==> config.mk <==
export PLATFORM = sky130hd
export DESIGN_NAME = fdr_front
export DESIGN_NICKNAME = d
export VERILOG_FILES = /design/src/rtl/frame_descriptor_ring_top_assert.svh /design/src/rtl/fdr_pkg.sv /design/src/rtl/fdr_front.sv
export SDC_FILE = /design/constraint.sdc
export NUM_CORES = 1
export LEC_CHECK = 0
export ABC_AREA = 1
export BUFFER_PORTS_ARGS = -buffer_cell sky130_fd_sc_hd__buf_2
export CAP_MARGIN = 20
export CORE_AREA = 4 4 213 215
export DETAILED_ROUTE_END_ITERATION = 6
export DIE_AREA = 0 0 217 219
export GPL_TIMING_DRIVEN = 0
export SYNTH_ARGS = -nofsm -noshare
export SYNTH_HDL_FRONTEND = slang
export SYNTH_SLANG_ARGS = --single-unit
==> constraint.sdc <==
create_clock -name i_clk -period 14.1 [get_ports i_clk]
set_input_delay 0.705 -clock i_clk [delete_from_list [all_inputs] [get_ports i_clk]]
set_output_delay 0.705 -clock i_clk [all_outputs]
set_load 0.01 [all_outputs]
==> src/rtl/frame_descriptor_ring_top_assert.svh <==
// assertion macros for the frame descriptor ring
// used by frame_descriptor_ring_top, no other dependencies
`ifndef FRAME_DESCRIPTOR_RING_TOP_ASSERT_SVH
`define FRAME_DESCRIPTOR_RING_TOP_ASSERT_SVH

// consequent holds in the same cycle as the antecedent
`define FDR_ASSERT_SAME(label, clk, rst_n, ante, cons, msg) \
    label: assert property (@(posedge clk) disable iff (!(rst_n)) (ante) |-> (cons)) \
        else $error(msg);

// consequent holds in the cycle after the antecedent
`define FDR_ASSERT_NEXT(label, clk, rst_n, ante, cons, msg) \
    label: assert property (@(posedge clk) disable iff (!(rst_n)) (ante) |=> (cons)) \
        else $error(msg);

`endif

==> src/rtl/fdr_pkg.sv <==
// shared types and constants of the frame descriptor ring
// used by fdr_front, fdr_back and the top level, depends on nothing
package fdr_pkg;

    localparam int SLOTS        = 64;
    localparam int SLOT_W       = $clog2(SLOTS);
    localparam int LEN_W        = 25;
    localparam int OFS_W        = 24;
    localparam int SEQ_W        = 32;
    localparam int TS_W         = 64;
    localparam int UT_W         = 16;
    localparam int QUEUE_DEPTH  = 2;
    localparam int QPTR_W       = $clog2(QUEUE_DEPTH);
    localparam logic [LEN_W-1:0] REGION_RESET = LEN_W'(1048576);

    localparam logic CMD_PUBLISH = 1'b0;
    localparam logic CMD_READ    = 1'b1;

    typedef enum logic [2:0] {
        ST_OK       = 3'd0,
        ST_EMPTY    = 3'd1,
        ST_OVERFLOW = 3'd2,
        ST_NOSPACE  = 3'd3,
        ST_INVALID  = 3'd4
    } t_status;

    // class of a word as decided by the front
    typedef enum logic [1:0] {
        K_PUBLISH,
        K_PUB_INVALID,
        K_PUB_NOSPACE,
        K_READ
    } t_kind;

    typedef enum logic {
        BK_IDLE,
        BK_READ
    } t_back_state;

    typedef struct packed {
        t_kind                   kind;
        logic [LEN_W-1:0]        frame_length;
        logic signed [TS_W-1:0]  time_stamp;
        logic [UT_W-1:0]         unit_type;
        logic                    key_frame;
        logic [SEQ_W-1:0]        read_sequence;
        logic [LEN_W-1:0]        buffer_size;
    } t_item;

    // front to back queue head
    typedef struct packed {
        logic  valid;
        t_item item;
    } t_queue_side;

    // one descriptor slot
    typedef struct packed {
        logic [SEQ_W-1:0]        seq;
        logic [OFS_W-1:0]        offset;
        logic [LEN_W-1:0]        length;
        logic signed [TS_W-1:0]  time_stamp;
        logic [UT_W-1:0]         unit_type;
        logic                    key_flag;
    } t_desc;

    localparam int DESC_W = $bits(t_desc);

    typedef struct packed {
        t_status                 status;
        logic [SEQ_W-1:0]        next_read_sequence;
        logic [OFS_W-1:0]        frame_offset;
        logic [LEN_W-1:0]        out_length;
        logic signed [TS_W-1:0]  out_time_stamp;
        logic [UT_W-1:0]         out_unit_type;
        logic                    out_key_frame;
    } t_result;

endpackage

==> src/rtl/fdr_front.sv <==
// front of the frame descriptor ring: classifies words and queues them
// depends on fdr_pkg
module fdr_front (
    input  logic                       i_clk,
    input  logic                       i_rst_n,
    input  logic                       i_push,
    output logic                       o_full,
    input  logic                       i_command,
    input  logic [fdr_pkg::LEN_W-1:0]  i_frame_length,
    input  logic signed [fdr_pkg::TS_W-1:0] i_time_stamp,
    input  logic [fdr_pkg::UT_W-1:0]   i_unit_type,
    input  logic                       i_key_frame,
    input  logic [fdr_pkg::SEQ_W-1:0]  i_read_sequence,
    input  logic [fdr_pkg::LEN_W-1:0]  i_buffer_size,
    input  logic [fdr_pkg::LEN_W-1:0]  i_region_size,
    output fdr_pkg::t_queue_side       o_q,
    input  logic                       i_q_pop
);
    import fdr_pkg::*;

    t_item             r_queue [QUEUE_DEPTH];
    logic [QPTR_W-1:0] r_wr_ptr, r_rd_ptr;
    logic [QPTR_W:0]   r_count;
    t_item             in_item;
    logic              do_push, do_pop;

    // classify the incoming word
    always_comb begin
        in_item.frame_length  = i_frame_length;
        in_item.time_stamp    = i_time_stamp;
        in_item.unit_type     = i_unit_type;
        in_item.key_frame     = i_key_frame;
        in_item.read_sequence = i_read_sequence;
        in_item.buffer_size   = i_buffer_size;
        priority if (i_command == CMD_READ) begin
            in_item.kind = K_READ;
        end else if (i_frame_length == '0) begin
            in_item.kind = K_PUB_INVALID;
        end else if (i_frame_length > i_region_size) begin
            in_item.kind = K_PUB_NOSPACE;
        end else begin
            in_item.kind = K_PUBLISH;
        end
    end

    assign o_full  = (r_count == (QPTR_W+1)'(QUEUE_DEPTH));
    assign do_push = i_push && !o_full;
    assign do_pop  = i_q_pop && (r_count != '0);

    assign o_q.valid = (r_count != '0);
    assign o_q.item  = r_queue[r_rd_ptr];

    // queue storage
    always_ff @(posedge i_clk) begin
        if (do_push) begin
            r_queue[r_wr_ptr] <= in_item;
        end
    end

    // queue pointers
    always_ff @(posedge i_clk) begin
        if (!i_rst_n) begin
            r_wr_ptr <= '0;
            r_rd_ptr <= '0;
            r_count  <= '0;
        end else begin
            if (do_push) begin
                r_wr_ptr <= (r_wr_ptr == QPTR_W'(QUEUE_DEPTH-1)) ? '0 : r_wr_ptr + 1'b1;
            end
            if (do_pop) begin
                r_rd_ptr <= (r_rd_ptr == QPTR_W'(QUEUE_DEPTH-1)) ? '0 : r_rd_ptr + 1'b1;
            end
            if (do_push && !do_pop) begin
                r_count <= r_count + 1'b1;
            end else if (do_pop && !do_push) begin
                r_count <= r_count - 1'b1;
            end
        end
    end

endmodule

# [Word level (Yosys, flattened, before mapping)]
# Memory sizes are Yosys's and may differ from the RTL's. A register that Yosys moved wholly into a read port is not among the register bits.
# Cells that the tools add are included.
[word_totals] register_bits=4 ramBits=330 out_inout_bits=167 n_memories=1 elab_cells=31
[classes] n_reduce_logical=10 magnitude_cmp=1 eq_ne=1 n_addsub=4 muxes=11
[mem_list] name="r_queue" depth=2 width=165 rd=1 rd_clocked_by_memory_dff=1 write_ports=1 line_no="fdr_front.sv:21" source="t_item r_queue [QUEUE_DEPTH];"
[ops] op="> comparator 25 bit" count=1
[ops] op="zero test 25 bit" count=1
[ops] op="two-way mux 2 bit" count=5
[ops] op="two-way mux 1 bit" count=6
[ops] op="logical AND 1 bit" count=4
[ops] op="nonzero test 2 bit" count=2
[ops] op="zero test 1 bit" count=3
[ops] op="adder 1 bit (second input constant)" count=2
[ops] op="adder 2 x 1 -> 2 bit (second input constant)" count=1
[ops] op="== test 2 bit (second input constant)" count=1
[ops] op="subtractor 2 x 1 -> 2 bit (second input constant)" count=1

# [Logic depth before layout (Yosys ltp)]
[logic_depth] depth_word=7 mapped_depth=13 ltp_nobuf=13

# [Worst setup path before layout]
# Ideal clock, no wire load.
[synth_timing] kind="input-to-reg" from="input port i_push" to="memory r_queue[1][0] in the netlist's numbering, enable pin" path_slack_ns=5.693 arrival_ns=7.713 cell_stages=2 cell_sequence="o21ai_0 -> nor2_1"
[synth_between] elab_chain_len=3
[synth_rtl] item="start: declaration" line_no="fdr_front.sv:6" source="input logic i_push,"
[synth_rtl] item="logical AND 1 bit" line_no="fdr_front.sv:47" source="assign do_push = i_push && !o_full;"
[synth_rtl] item="two-way mux 1 bit" line_no="fdr_front.sv:55" source="if (do_push) begin"
[synth_rtl] item="two-way mux 1 bit (implied by the code)" line_no="fdr_front.sv:56" source="r_queue[r_wr_ptr] <= in_item;"
[synth_rtl] item="end: declaration" line_no="fdr_front.sv:21"
# Every way passes these cells.

==> impl_metrics.env <==
export IMPL_status="complete, no violations"
export IMPL_cts_setup_buffers=0
export IMPL_post_route_min_period_ns=2.587
export IMPL_cts_buffers=38
export IMPL_muxShareOfSynthArea=0.1432
export IMPL_fillers=4162
export IMPL_regToRegStartpoint="r_count[1]"
export IMPL_crit_top_cell="buf_6"
export IMPL_yosys_area_share_adder=0.02507
export IMPL_initialDrtViolationCount=304
export IMPL_drv_slew=0
export IMPL_cp_depth=4
export IMPL_tns_ns=0
export IMPL_row_count=77
export IMPL_start_util=0.2966
export IMPL_finalSetupViolCount=0
export IMPL_rsz0062_at_grt="no"
export IMPL_peakVddDrop_mv=0.08439
export IMPL_fmax_mhz=386.5
export IMPL_grt_antenna_before_repair=8
export IMPL_layout_commonest_cell="buf_2"
export IMPL_clk_pin_slew_ns=0.06
export IMPL_path_class="reg -> out"
export IMPL_dr_pass1_iters=5
export IMPL_syn2layout_area_growth_pct=31.19
export IMPL_maxSlewHeadroom=0.4753
export IMPL_grt_max_degree=31
export IMPL_ys_seq_area_frac=0.7715
export IMPL_netSwitchingPower_mw=0.7756
export IMPL_numPortBuffers=359
export IMPL_worstReg2RegEnd="r_queue[1][65]"
export IMPL_power_frac_clock=0.332
export IMPL_grt_pass1_vias=7649
export IMPL_wl_mm=29.72
export IMPL_syn_inst=685
export IMPL_max_stage_delay_ns=0.37
export IMPL_utilization=0.3891
export IMPL_p_int_mw=2.167
export IMPL_die_h_microns=219
export IMPL_cp_arrival_ns=1.88
export IMPL_vias=7342
export IMPL_fin_skew_ns=0.01391
export IMPL_final_cell_mix="360 x buf_2, 330 x edfxtp_1, 165 x mux2_2"
export IMPL_cpMaxStageDelayCell="dfxtp_1"
export IMPL_path_buf_inv=3
export IMPL_path_cells="buf_6, buf_6, mux2_2, buf_2"
export IMPL_synthSimpleGateAreaFrac=0.02363
export IMPL_postRouteAntennaNets=0
export IMPL_regArea_sq_um=10010
export IMPL_path_delay_family="buffers and inverters"
export IMPL_synth_xor_area_frac=0
export IMPL_hold_slack_ns=0.3554
export IMPL_clock_latency_ns=0.53
export IMPL_reg2reg_depth=6
export IMPL_combPwrFrac=0.232
export IMPL_endpoint_kind="output port"
export IMPL_nets=1315
export IMPL_dieArea_sq_um=47520
export IMPL_dpl_hpwl_mm=21.44
export IMPL_drc_errors=0
export IMPL_cap_violations=0
export IMPL_crit_fanout=10
export IMPL_synth_top_family_by_area="multiplexers"
export IMPL_cts_num_sinks=335
export IMPL_ys_types=17
export IMPL_core_area_sq_um=43740
export IMPL_synth_compound_area_frac=0.009258
export IMPL_ctsResizeCount=0
export IMPL_via_per_inst=4.284
export IMPL_die_w_microns=217
export IMPL_endpoint="o_q[64]"
export IMPL_clk_path_buf_depth=3
export IMPL_yosysWarnings=0
export IMPL_grt_usage=0.1197
export IMPL_critPathLaunchType="flop"
export IMPL_ys_ff_latch=335
export IMPL_seqPwrFrac=0.436
export IMPL_multiInputGateArea_sq_um=2625
export IMPL_reg2reg_setup_slack_ns=11.78
export IMPL_wl_per_cell_microns=17.34
export IMPL_boundaryPins=360
export IMPL_grt_overflow_total=0
export IMPL_min_path_type="in -> reg"
export IMPL_layout_drive_gt1_share=0.5397
export IMPL_power_density_nw_per_um2=172.9
export IMPL_ctsHoldBuffers=0
export IMPL_finalCritPeriodShare=0.1835
export IMPL_cts_tree="built"
export IMPL_root_buffer="clkbuf_16"
export IMPL_synth_area_sq_um=12970
export IMPL_avgSynthCellArea_sq_um=18.94
export IMPL_hold_viol_final=0
export IMPL_critPathRequiredTime_ns=13.40
export IMPL_worst_pin_slew_ns=0.7789
export IMPL_switching_share=0.2636
export IMPL_htree_levels=2
export IMPL_power_leakage_nw=6.555
export IMPL_post_layout_total_power_mw=2.943
export IMPL_grt_pass1_wl_mm=43.74
export IMPL_synth_fp_nets=904
export IMPL_place_congestion=0.7979
[cells in the mapped netlist]
library cell  instances  area (sq um)
edfxtp_1            330          9910
mux2_2              165          1858
inv_1                42         157.7
nand2_1              40         150.1
ha_1                 26         325.3
nor2_1               26         97.59
buf_6                17         191.4
a21oi_1              13         65.06
o21ai_0               8         40.04
dfxtp_1               5         100.1
nand4_1               3         18.77
nor3_1                3         15.01
a21o_1                2         15.01
nand3_1               2         10.01
buf_2                 1         5.000
nand3b_1              1         7.510
nor3b_1               1         7.510
[state kept, by name, summed over array words and instances, names as in the netlist, named ones only]
signal	cells
r_rd_ptr	1
r_wr_ptr	1
r_queue	330
r_count	2
[how the worst min path moves through the flow]
stage | startpoint | end | slack (ns) | cells after the start
floorplan | r_rd_ptr | flop | 0.45 | 2
global placement | r_rd_ptr | r_rd_ptr | 0.46 | 2
detailed placement | r_rd_ptr | flop | 0.47 | 2
CTS | i_buffer_size[11] | r_queue[0][11] | 0.31 | 1
global route | i_read_sequence[26] | r_queue[1][51] | 0.32 | 1
finish | i_time_stamp[29] | r_queue[1][103] | 0.36 | 1
[metal layers]
metal,vias to the layer above,share of wire,global-route usage
met5,-,0.0035,0
met4,14,0.022,0.03604
met3,63,0.092,0.05359
met2,257,0.50,0.2082
met1,3581,0.38,0.1326
li1,3427,-,-
[stage by stage]
| step | cells | area [sq um] | worst slack [ns] |
|---|---|---|---|
| 2_1_floorplan | 685 | 12970 | 5.693 |
| 3_3_place_gp | 1636 | 15510 | 0.9719 |
| 3_5_place_dp | 1648 | 15780 | 11.37 |
| 4_1_cts | 1713 | 17020 | 11.42 |
| 5_1_grt | 1714 | 17020 | 11.40 |
| 6_report | 1714 | 17020 | 11.51 |
[area by class of cell]
cell class | instances | share of cell area
diodes | 1 | 0.0001470
clock inverters | 17 | 0.01081
plain buffers | 18 | 0.01154
well taps | 592 | 0.04352
repair buffers | 371 | 0.1206
flip-flops and latches | 335 | 0.5881
inverters | 42 | 0.009263
multi-input cells | 290 | 0.1542
clock buffers | 48 | 0.06182
[kinds of logic after synthesis]
kind of cell / count (synthesis)
simple gates: 76
compound gates: 23
fa+ha+maj: 26
flops: 335
buf+inv: 60
mux: 165
[power groups by stage]
stage          Clock, mW  Combinational [mW]  Sequential, mW
2_1_floorplan          0               0.391            1.34
3_3_place_gp           0               0.658            1.37
3_5_place_dp           0               0.700            1.30
4_1_cts             1.01               0.704            1.28
5_1_grt             1.06               0.743            1.29
6_report           0.976               0.684            1.28
Power figures use the tool's default switching activity.
